**config.mk**
```make
export PLATFORM = sky130hd
export DESIGN_NAME = key_debounce_long_press_unit
export DESIGN_NICKNAME = d
export VERILOG_FILES = /design/src/hdl/kdlp_pkg.sv /design/src/hdl/kdlp_timebase.sv /design/src/hdl/kdlp_lane.sv /design/src/hdl/kdlp_merge.sv /design/src/hdl/key_debounce_long_press_unit.sv
export VERILOG_INCLUDE_DIRS = /design/src /design/src/hdl
export SDC_FILE = /design/constraint.sdc
export NUM_CORES = 1
export LEC_CHECK = 0
export ABC_CLOCK_PERIOD_IN_PS = 5850
export BUFFER_PORTS_ARGS = -buffer_cell sky130_fd_sc_hd__buf_2
export CORE_UTILIZATION = 38
export DETAILED_ROUTE_END_ITERATION = 16
export HOLD_SLACK_MARGIN = 0.03
export PLACE_DENSITY = 0.65
export SYNTH_ARGS = -nofsm -noshare
export SYNTH_HDL_FRONTEND = slang
export SYNTH_SLANG_ARGS = --single-unit
```
**constraint.sdc**
```tcl
create_clock -name aclk -period 5.85 [get_ports aclk]
set_input_delay 0 -clock aclk [delete_from_list [all_inputs] [get_ports aclk]]
set_output_delay 0 -clock aclk [all_outputs]
set_load 0.01 [all_outputs]
```
**src/hdl/key_debounce_long_press_unit_defines.svh**
```systemverilog
// Assertion macros for the key debounce block
`ifndef KEY_DEBOUNCE_LONG_PRESS_UNIT_DEFINES_SVH
`define KEY_DEBOUNCE_LONG_PRESS_UNIT_DEFINES_SVH

`ifndef NO_ASSERTIONS
`define KDLP_ASSERT_NOW(label, ante, cons) \
    label: assert property (@(posedge aclk) disable iff (!aresetn) (ante) |-> (cons)) \
        else $error("kdlp assertion failed");
`define KDLP_ASSERT_NEXT(label, ante, cons) \
    label: assert property (@(posedge aclk) disable iff (!aresetn) (ante) |=> (cons)) \
        else $error("kdlp assertion failed");
`else
`define KDLP_ASSERT_NOW(label, ante, cons)
`define KDLP_ASSERT_NEXT(label, ante, cons)
`endif

`endif

```
**src/hdl/kdlp_pkg.sv**
```systemverilog
`default_nettype none
package kdlp_pkg;

    localparam int KEY_SLOTS = 4;

    localparam logic [7:0] MS_PER_SAMPLE_RST      = 8'd5;
    localparam logic [3:0] SAMPLES_PER_WINDOW_RST = 4'd5;
    localparam logic [3:0] PRESS_VOTES_RST        = 4'd4;
    localparam logic [7:0] LONG_PRESS_WINDOWS_RST = 8'd40;

    localparam logic [3:0]  VOTE_MAX = 4'hF;
    localparam logic [7:0]  HOLD_MAX = 8'hFF;
    localparam logic [15:0] MS_MAX   = 16'hFFFF;

    typedef enum logic [1:0] {
        CFG_MS_PER_SAMPLE      = 2'd0,
        CFG_SAMPLES_PER_WINDOW = 2'd1,
        CFG_PRESS_VOTES        = 2'd2,
        CFG_LONG_PRESS_WINDOWS = 2'd3
    } cfg_idx_t;

    typedef struct packed {
        logic sample;
        logic close;
    } kdlp_tick_t;

    typedef struct packed {
        logic        down;
        logic        pend;
        logic [15:0] ms;
    } kdlp_lane_t;

endpackage
`default_nettype wire

```
**src/hdl/kdlp_timebase.sv**
```systemverilog
`default_nettype none
module kdlp_timebase (
    input  wire logic               aclk,
    input  wire logic               aresetn,
    input  wire logic               tick_en,
    input  wire logic [7:0]         ms_per_sample,
    input  wire logic [3:0]         samples_per_window,
    output kdlp_pkg::kdlp_tick_t    tick
);
    import kdlp_pkg::*;

    logic [7:0] div_reg, div_next, div_inc;
    logic [3:0] idx_reg, idx_next, idx_inc;

    always_comb begin
        div_inc     = div_reg + 8'd1;
        tick.sample = (div_inc >= ms_per_sample) || (div_inc == 8'd0);
        idx_inc     = idx_reg + 4'd1;
        tick.close  = tick.sample &&
                      ((idx_inc >= samples_per_window) || (idx_inc == 4'd0));
        div_next    = tick.sample ? 8'd0 : div_inc;
        idx_next    = idx_reg;
        if (tick.sample) begin
            idx_next = tick.close ? 4'd0 : idx_inc;
        end
    end

    always_ff @(posedge aclk) begin
        if (!aresetn) begin
            div_reg <= 8'd0;
            idx_reg <= 4'd0;
        end else if (tick_en) begin
            div_reg <= div_next;
            idx_reg <= idx_next;
        end
    end

endmodule
`default_nettype wire

```
**src/hdl/kdlp_lane.sv**
```systemverilog
`default_nettype none
`include "key_debounce_long_press_unit_defines.svh"
module kdlp_lane (
    input  wire logic               aclk,
    input  wire logic               aresetn,
    input  wire logic               tick_en,
    input  wire kdlp_pkg::kdlp_tick_t tick,
    input  wire logic               level,
    input  wire logic               ack,
    input  wire logic [3:0]         press_votes,
    input  wire logic [7:0]         long_press_windows,
    output kdlp_pkg::kdlp_lane_t    lane_out
);
    import kdlp_pkg::*;

    logic [3:0]  vote_reg, vote_next;
    logic        down_reg, down_next;
    logic [7:0]  hold_reg, hold_next;
    logic        latch_reg, latch_next;
    logic        flag_reg, flag_next;
    logic [15:0] ms_reg, ms_next;

    always_comb begin
        flag_next  = flag_reg & ~ack;
        vote_next  = vote_reg;
        down_next  = down_reg;
        hold_next  = hold_reg;
        latch_next = latch_reg;
        if (tick.sample && !level && (vote_reg < VOTE_MAX)) begin
            vote_next = vote_reg + 4'd1;
        end
        if (tick.close) begin
            down_next = (vote_next >= press_votes);
            if (down_next) begin
                if (hold_reg < HOLD_MAX) begin
                    hold_next = hold_reg + 8'd1;
                end
                if (!latch_reg && (hold_next >= long_press_windows)) begin
                    latch_next = 1'b1;
                    flag_next  = 1'b1;
                end
            end else begin
                hold_next  = 8'd0;
                latch_next = 1'b0;
            end
            vote_next = 4'd0;
        end
        if (down_next) begin
            ms_next = (ms_reg < MS_MAX) ? ms_reg + 16'd1 : ms_reg;
        end else begin
            ms_next = 16'd0;
        end
        lane_out.down = down_next;
        lane_out.pend = flag_next;
        lane_out.ms   = ms_next;
    end

    always_ff @(posedge aclk) begin
        if (!aresetn) begin
            vote_reg  <= 4'd0;
            down_reg  <= 1'b0;
            hold_reg  <= 8'd0;
            latch_reg <= 1'b0;
            flag_reg  <= 1'b0;
            ms_reg    <= 16'd0;
        end else if (tick_en) begin
            vote_reg  <= vote_next;
            down_reg  <= down_next;
            hold_reg  <= hold_next;
            latch_reg <= latch_next;
            flag_reg  <= flag_next;
            ms_reg    <= ms_next;
        end
    end

    `KDLP_ASSERT_NOW(a_flag_fires_with_latch, $rose(flag_reg), $rose(latch_reg))
    `KDLP_ASSERT_NOW(a_up_clears_ms, !down_reg, ms_reg == 16'd0)
    `KDLP_ASSERT_NOW(a_up_clears_hold, !down_reg, hold_reg == 8'd0)
    `KDLP_ASSERT_NOW(a_latch_needs_down, latch_reg, down_reg)

endmodule
`default_nettype wire

```
**src/hdl/kdlp_merge.sv**
```systemverilog
`default_nettype none
module kdlp_merge (
    input  wire logic               aclk,
    input  wire logic               aresetn,
    input  wire logic               load,
    input  wire kdlp_pkg::kdlp_lane_t lanes [kdlp_pkg::KEY_SLOTS],
    output logic                    load_ok,
    output logic                    m_valid,
    input  wire logic               m_ready,
    output logic [3:0]              m_down_mask,
    output logic [3:0]              m_long_pending,
    output logic [15:0]             m_held_ms_key0,
    output logic [15:0]             m_held_ms_key1,
    output logic [15:0]             m_held_ms_key2,
    output logic [15:0]             m_held_ms_key3
);
    import kdlp_pkg::*;

    logic        valid_reg, valid_next;
    logic [3:0]  down_next, pend_next;

    always_comb begin
        for (int k = 0; k < KEY_SLOTS; k++) begin
            down_next[k] = lanes[k].down;
            pend_next[k] = lanes[k].pend;
        end
        load_ok    = !valid_reg || m_ready;
        valid_next = load ? 1'b1 : (m_ready ? 1'b0 : valid_reg);
    end

    always_ff @(posedge aclk) begin
        if (!aresetn) begin
            valid_reg <= 1'b0;
        end else begin
            valid_reg <= valid_next;
        end
    end

    always_ff @(posedge aclk) begin
        if (load) begin
            m_down_mask    <= down_next;
            m_long_pending <= pend_next;
            m_held_ms_key0 <= lanes[0].ms;
            m_held_ms_key1 <= lanes[1].ms;
            m_held_ms_key2 <= lanes[2].ms;
            m_held_ms_key3 <= lanes[3].ms;
        end
    end

    assign m_valid = valid_reg;

endmodule
`default_nettype wire

```
**src/hdl/key_debounce_long_press_unit.sv**
```systemverilog
// Four-key debouncer with a per-window vote threshold and one-shot long-press events.
// Input channel (s_valid/s_ready): one request per 1 ms tick, carrying the
// active-low key levels and a mask that acknowledges pending long-press events.
// Output channel (m_valid/m_ready): one result per tick with the debounced
// down mask, the pending long-press mask and the per-key held milliseconds.
// The result is registered and appears in the cycle after its tick is accepted.
// Throughput: one tick per cycle unless the output stalls; per-key counters
// update together, one lane per key; the output register merges the lanes.
// A tick is accepted while the output register is empty or being drained,
// so a stalled receiver holds the result and back-pressures the input.
// Configuration: cfg_wr_en writes cfg_wdata to register cfg_index
// (0 ms_per_sample, 1 samples_per_window, 2 press_votes,
// 3 long_press_windows); write only while the block is idle.
// Reset: all counters, flags and the output valid clear; registers take
// their defaults 5, 5, 4 and 40.
`default_nettype none
module key_debounce_long_press_unit #(
    parameter int NUM_KEYS = 4
) (
    input  wire logic        aclk,
    input  wire logic        aresetn,
    input  wire logic        cfg_wr_en,
    input  wire logic [1:0]  cfg_index,
    input  wire logic [7:0]  cfg_wdata,
    input  wire logic        s_valid,
    output logic             s_ready,
    input  wire logic [3:0]  s_key_levels,
    input  wire logic [3:0]  s_long_ack,
    output logic             m_valid,
    input  wire logic        m_ready,
    output logic [3:0]       m_down_mask,
    output logic [3:0]       m_long_pending,
    output logic [15:0]      m_held_ms_key0,
    output logic [15:0]      m_held_ms_key1,
    output logic [15:0]      m_held_ms_key2,
    output logic [15:0]      m_held_ms_key3
);
    import kdlp_pkg::*;

    logic [7:0] ms_per_sample_reg;
    logic [3:0] samples_per_window_reg;
    logic [3:0] press_votes_reg;
    logic [7:0] long_press_windows_reg;

    logic       accept;
    logic       load_ok;
    kdlp_tick_t tick;
    kdlp_lane_t lanes [KEY_SLOTS];

    always_ff @(posedge aclk) begin
        if (!aresetn) begin
            ms_per_sample_reg      <= MS_PER_SAMPLE_RST;
            samples_per_window_reg <= SAMPLES_PER_WINDOW_RST;
            press_votes_reg        <= PRESS_VOTES_RST;
            long_press_windows_reg <= LONG_PRESS_WINDOWS_RST;
        end else if (cfg_wr_en) begin
            unique case (cfg_idx_t'(cfg_index))
                CFG_MS_PER_SAMPLE:      ms_per_sample_reg      <= cfg_wdata;
                CFG_SAMPLES_PER_WINDOW: samples_per_window_reg <= cfg_wdata[3:0];
                CFG_PRESS_VOTES:        press_votes_reg        <= cfg_wdata[3:0];
                CFG_LONG_PRESS_WINDOWS: long_press_windows_reg <= cfg_wdata;
                default: begin
                end
            endcase
        end
    end

    assign s_ready = load_ok;
    assign accept  = s_valid && load_ok;

    kdlp_timebase u_timebase (
        .aclk               (aclk),
        .aresetn            (aresetn),
        .tick_en            (accept),
        .ms_per_sample      (ms_per_sample_reg),
        .samples_per_window (samples_per_window_reg),
        .tick               (tick)
    );

    for (genvar k = 0; k < KEY_SLOTS; k++) begin : g_lane
        if (k < NUM_KEYS) begin : g_used
            kdlp_lane u_lane (
                .aclk               (aclk),
                .aresetn            (aresetn),
                .tick_en            (accept),
                .tick               (tick),
                .level              (s_key_levels[k]),
                .ack                (s_long_ack[k]),
                .press_votes        (press_votes_reg),
                .long_press_windows (long_press_windows_reg),
                .lane_out           (lanes[k])
            );
        end else begin : g_unused
            assign lanes[k] = '0;
        end
    end

    kdlp_merge u_merge (
        .aclk           (aclk),
        .aresetn        (aresetn),
        .load           (accept),
        .lanes          (lanes),
        .load_ok        (load_ok),
        .m_valid        (m_valid),
        .m_ready        (m_ready),
        .m_down_mask    (m_down_mask),
        .m_long_pending (m_long_pending),
        .m_held_ms_key0 (m_held_ms_key0),
        .m_held_ms_key1 (m_held_ms_key1),
        .m_held_ms_key2 (m_held_ms_key2),
        .m_held_ms_key3 (m_held_ms_key3)
    );

endmodule
`default_nettype wire
```
* After elaboration in Yosys (flattened, before gate mapping)
Cells that the tools add are included.
** Operators by class
- $add $sub $neg :: 14
- Order comparisons :: 22
- Equality and inequality tests :: 7
- Multiplexer cells :: 60
- Bitwise operators :: 8
- Reductions and logical operators :: 40
** Operator list (number)
- 2-to-1 mux 8 bit :: 17
- 2-to-1 mux 16 bit :: 8
- adder 16 x 1 -> 16 bit (second input constant) :: 4
- less-than comparator 16 bit (second input constant) :: 4
- adder 8 x 1 -> 8 bit (second input constant) :: 5
- >= comparator 8 bit :: 5
- 2-to-1 mux 4 bit :: 9
- less-than comparator 8 bit (second input constant) :: 4
- 2-to-1 mux 1 bit :: 26
- adder 4 x 1 -> 4 bit (second input constant) :: 5
- >= comparator 4 bit :: 5
- less-than comparator 4 bit (second input constant) :: 4
- logical AND 1 bit :: 14
- AND reduction 2 bit :: 6
- AND reduction 3 bit :: 4
- logical NOT 1 bit :: 9
- logical NOT 8 bit :: 1
- inequality test 2 bit (second input constant) :: 4
- AND 1 bit :: 4
- == test 2 bit (second input constant) :: 2
- logical NOT 4 bit :: 1
- NOT 1 bit :: 4
- logical OR 1 bit :: 3
- == test 2 x 1 -> 1 bit (second input constant) :: 1
- other kinds (2) :: 2
** Storage, ports and cells
- Bits in registers :: 233
- Output and inout port bits :: 74
- Logic and storage cells :: 188

* Logic depth before layout (Yosys ltp)
- Depth in word-level cells :: 14
- Gate-level depth with buffers :: 26

* Hierarchy
Synthesis repeated with hierarchy kept, for this count alone.
** Unflattened totals
- Cell total of the unflattened synthesis :: 1550
- Area total of the unflattened synthesis :: 13865.8 um^2
** By module, submodules not included
- kdlp_lane :: times used 4, cells an instance 309, area each 2397.3 um^2, sequential area each 620.6 um^2
- kdlp_merge :: times used 1, cells an instance 76, area each 2210.9 um^2, sequential area each 2182.1 um^2
- kdlp_timebase :: times used 1, cells an instance 140, area each 1102.3 um^2, sequential area each 240.2 um^2
- key_debounce_long_press_unit :: times used 1, cells an instance 98, area each 963.4 um^2, sequential area each 480.5 um^2

* Worst setup path after synthesis
No wires, ideal clock.
- Kind :: register to register
- From :: register u_timebase.div_reg[0]
- To :: register u_merge.m_held_ms_key3[0], data pin
- Library setup time :: 0.266 ns
- Arrival :: 4.814 ns
- Slack :: 0.770 ns
- Stages on the path, launching flop included :: 24
- Path buffers :: 4
- Clock period less this slack :: 5.080 ns
- Path through :: dfxtp_1 ha_1 clkbuf_1 nand3_1 nor2_1 xor2_1 ha_1 nand4_1 o31ai_1 o21ba_4 nor2_1 nand2_1 xor2_1 ha_1 nand2b_1 a21oi_1 nor2b_1 o21ai_0 nand2b_1 clkbuf_1 mux2i_1 clkbuf_1 buf_1 nor2_1
** RTL lines
- start: declaration :: line kdlp_timebase.sv:12 : logic [7:0] div_reg, div_next, div_inc;
- start signal: assignment :: line kdlp_timebase.sv:33 : div_reg <= div_next;
- end signal: assignment :: line kdlp_merge.sv:46 : m_held_ms_key3 <= lanes[3].ms;
- end: declaration :: line kdlp_merge.sv:15 : output logic [15:0] m_held_ms_key3

==> results.cfg <==
[timing]
rsz0062_at_grt = false
worstMarginPinSlew_ps = 1160
setup_slack_ps = 445
period_needed_ps = 5410
max_freq_mhz = 185
slew_violations = 0
max_slew_margin_pct = 22.4
clock_skew_ps = 10.8
setup-tns-final_ps = 0
finalCritPeriodShare_pct = 92.4
whs_ps = 267
hold_violations = 0
setup_viol_count_final = 0

[place]
dpl.hpwl_mm = 20.7
portBuffers = 96
gp_congestion = 0.856
place_ws_ps = 265
numPlacedInstances = 1964

[logic_synthesis]
synth_cell_types = 64
synthesis.area_mm2 = 0.0128
async_reset_ff_share_pct = 0
yosysMostFrequentCell = nand2_1
yosys_warnings = 0
synth_seq_cells = 233
yosysSeqAreaShare_pct = 42.1
synth_top_area_cell = dfxtp_1
synth.top_cells.by_area = dfxtp_1 (25%), edfxtp_1 (17%), ha_1 (7.3%)
yosys.area.top_type_share_pct = 25.2
netlist_top_cells_count = nand2_1 (169), dfxtp_1 (161), nor2_1 (155)
synthCells = 1486
synthFlopType = dfxtp_1
avgSynthCellArea_um2 = 8.61
syn_nets = 1584
synth_edf_count = 72

[routing]
detail_route.iter0.violations = 667
via_count = 11001
wl_mm = 30.6
ant_nets = 0
drtPass1Iterations = 5
vias_per_cell = 5.40
wl_per_cell_um = 15.0
drc = 0

[power]
fin_total_pwr_uw = 3580
pwr_density_cell_mw_per_mm2 = 242
ir_drop_v = 0.000170
power_leakage_uw = 0.00551

[global_route]
grt_util_all_layers_pct = 17.8
grt_pass1_vias = 10113
gr-total-overflow = 0
grt_pass1_wl_mm = 50.5
antenna_found_initial = 0
grt_max_degree = 72

[worst_setup_path]
cp_slowest_stage_delay_ps = 470
crit_slowest_cell = dfxtp_1
r2r_setup_slack_ps = 440
critPathLaunchType = flip-flop
path_delay_family = compound AO/OA/AOI/OAI gates
path_class = reg -> reg
cp_data_arrival_time_ps = 5690
worstSetupEndpointType = flip-flop
crit_buf_inv = 1
path_max_fanout = 15
crit_chain = ha_1 > nand3_1 > nor2_1 > xor2_1 > ha_1 > a41o_1 > a21oi_1 > o31ai_2 > o21ba_4 > nor2_1 > nand2_1 > mux2_2 > ha_1 > a21oi_1 > nor2b_1 > o21ai_0 > nand2b_2 > mux2i_4 > inv_1 > o21ai_0 > nor2_1
worstPathRequired_ps = 6130

[floorplanning]
die-area_mm2 = 0.0344
die-width_um = 185
initial_core_util_pct = 38.9
ioPinCount = 97
die_y_um = 185
core-area_mm2 = 0.0329
num_rows = 66

[clock_network]
insertion_delay_ps = 540
cts.sinks = 233
cts.path.max_buffers = 3
postCtsSetupRepairBufs = 0
cts_tree = yes
htreeDepth = 1
clk_pin_slew_ps = 70
cts_buffers = 26
clockRootBuffer = clkbuf_16

[finish]
layout.cells.non_filler = 2038
fillers = 3282
drive_gt1_share_pct = 12.9
syn2layout_area_growth_pct = 15.7
final_nets = 1673
largest_register_ffs = 64

[outcome]
outcome = completed

[job]
maxCapViolCount = 0

[min_path]
min_path_type = in -> reg
-- worst paths after layout --
check,end,cells past startpoint,startpoint
min reg2reg,long_press_windows_reg[7]$_SDFFE_PN0P_,2,long_press_windows_reg[7]$_SDFFE_PN0P_
max,u_merge.m_held_ms_key3[2]$_DFFE_PP_,21,u_timebase.div_reg[0]$_SDFFE_PN0P_
min,ms_per_sample_reg[6]$_SDFFE_PN0P_,4,cfg_wdata[6]
max reg2reg,u_merge.m_held_ms_key3[2]$_DFFE_PP_,21,u_timebase.div_reg[0]$_SDFFE_PN0P_
-- cells in the final DEF (no fill, tap or decap), drive strengths merged, types with 47 or more instances in the layout --
cell type / n
nand2: 169
dfxtp: 161
nor2: 157
a21oi: 135
nand3: 126
buf: 112
ha: 75
edfxtp: 72
o21ai: 52
inv: 47
-- power by group --
group	switching (uW)	internal, uW	leakage [uW]
logic	148	71.6	0.00307
clock network	670	984	0.000429
registers	14.3	1700	0.00202
total	832	2750	0.00551
-- per-stage QoR --
step                cell area, um2  utilization (%)
global route                 14800             45.0
finish                       14800             45.0
global placement             13700             41.5
detailed placement           13700             41.5
floorplan                    12800                -
CTS                          14800             44.9
-- area by class of cell --
class | instances | area, um2 | share of cell area (%)
flip-flops and latches | 233 | 5390 | 36.4
repair buffers | 137 | 851 | 5.75
clock inverters | 18 | 169 | 1.14
well taps | 442 | 553 | 3.74
multi-input cells | 1131 | 6960 | 47.0
clock buffers | 30 | 697 | 4.71
inverters | 46 | 176 | 1.19
diodes | 1 | 2.50 | 0.0169
-- worst min-delay path: cells and delay by family --
kind / cells / cell delay [ps]
AO/OA/AOI/OAI: 1 / 60
buffers and inverters: 2 / 640
AND/OR/NAND/NOR: 1 / 70
-- kinds of logic after synthesis --
group | after synthesis | share of synthesized area, %
AOI/OAI and AO/OA | 322 | 15.6
xor gates and xnor gates | 70 | 4.79
adders and majority gates | 75 | 7.34
buffers and inverters | 122 | 3.82
DFF | 233 | 42.1
muxes | 26 | 2.16
and+or+nand+nor | 638 | 24.2
-- metal layers --
metal	track usage [%]	share of wire [%]	vias up
met5	0	0	-
met4	3.74	1.3	0
met3	2.33	4.8	38
met2	29.1	45	232
met1	25.0	49	5170
li1	-	-	5561
-- repair_timing --
item / in CTS / in global routing
hold endpoints to repair: 54 / 0
hold buffers: 25 / 0
setup endpoints to repair: 0 / 35
gates resized for setup: 0 / 5
(Power assumes the default switching activity.)
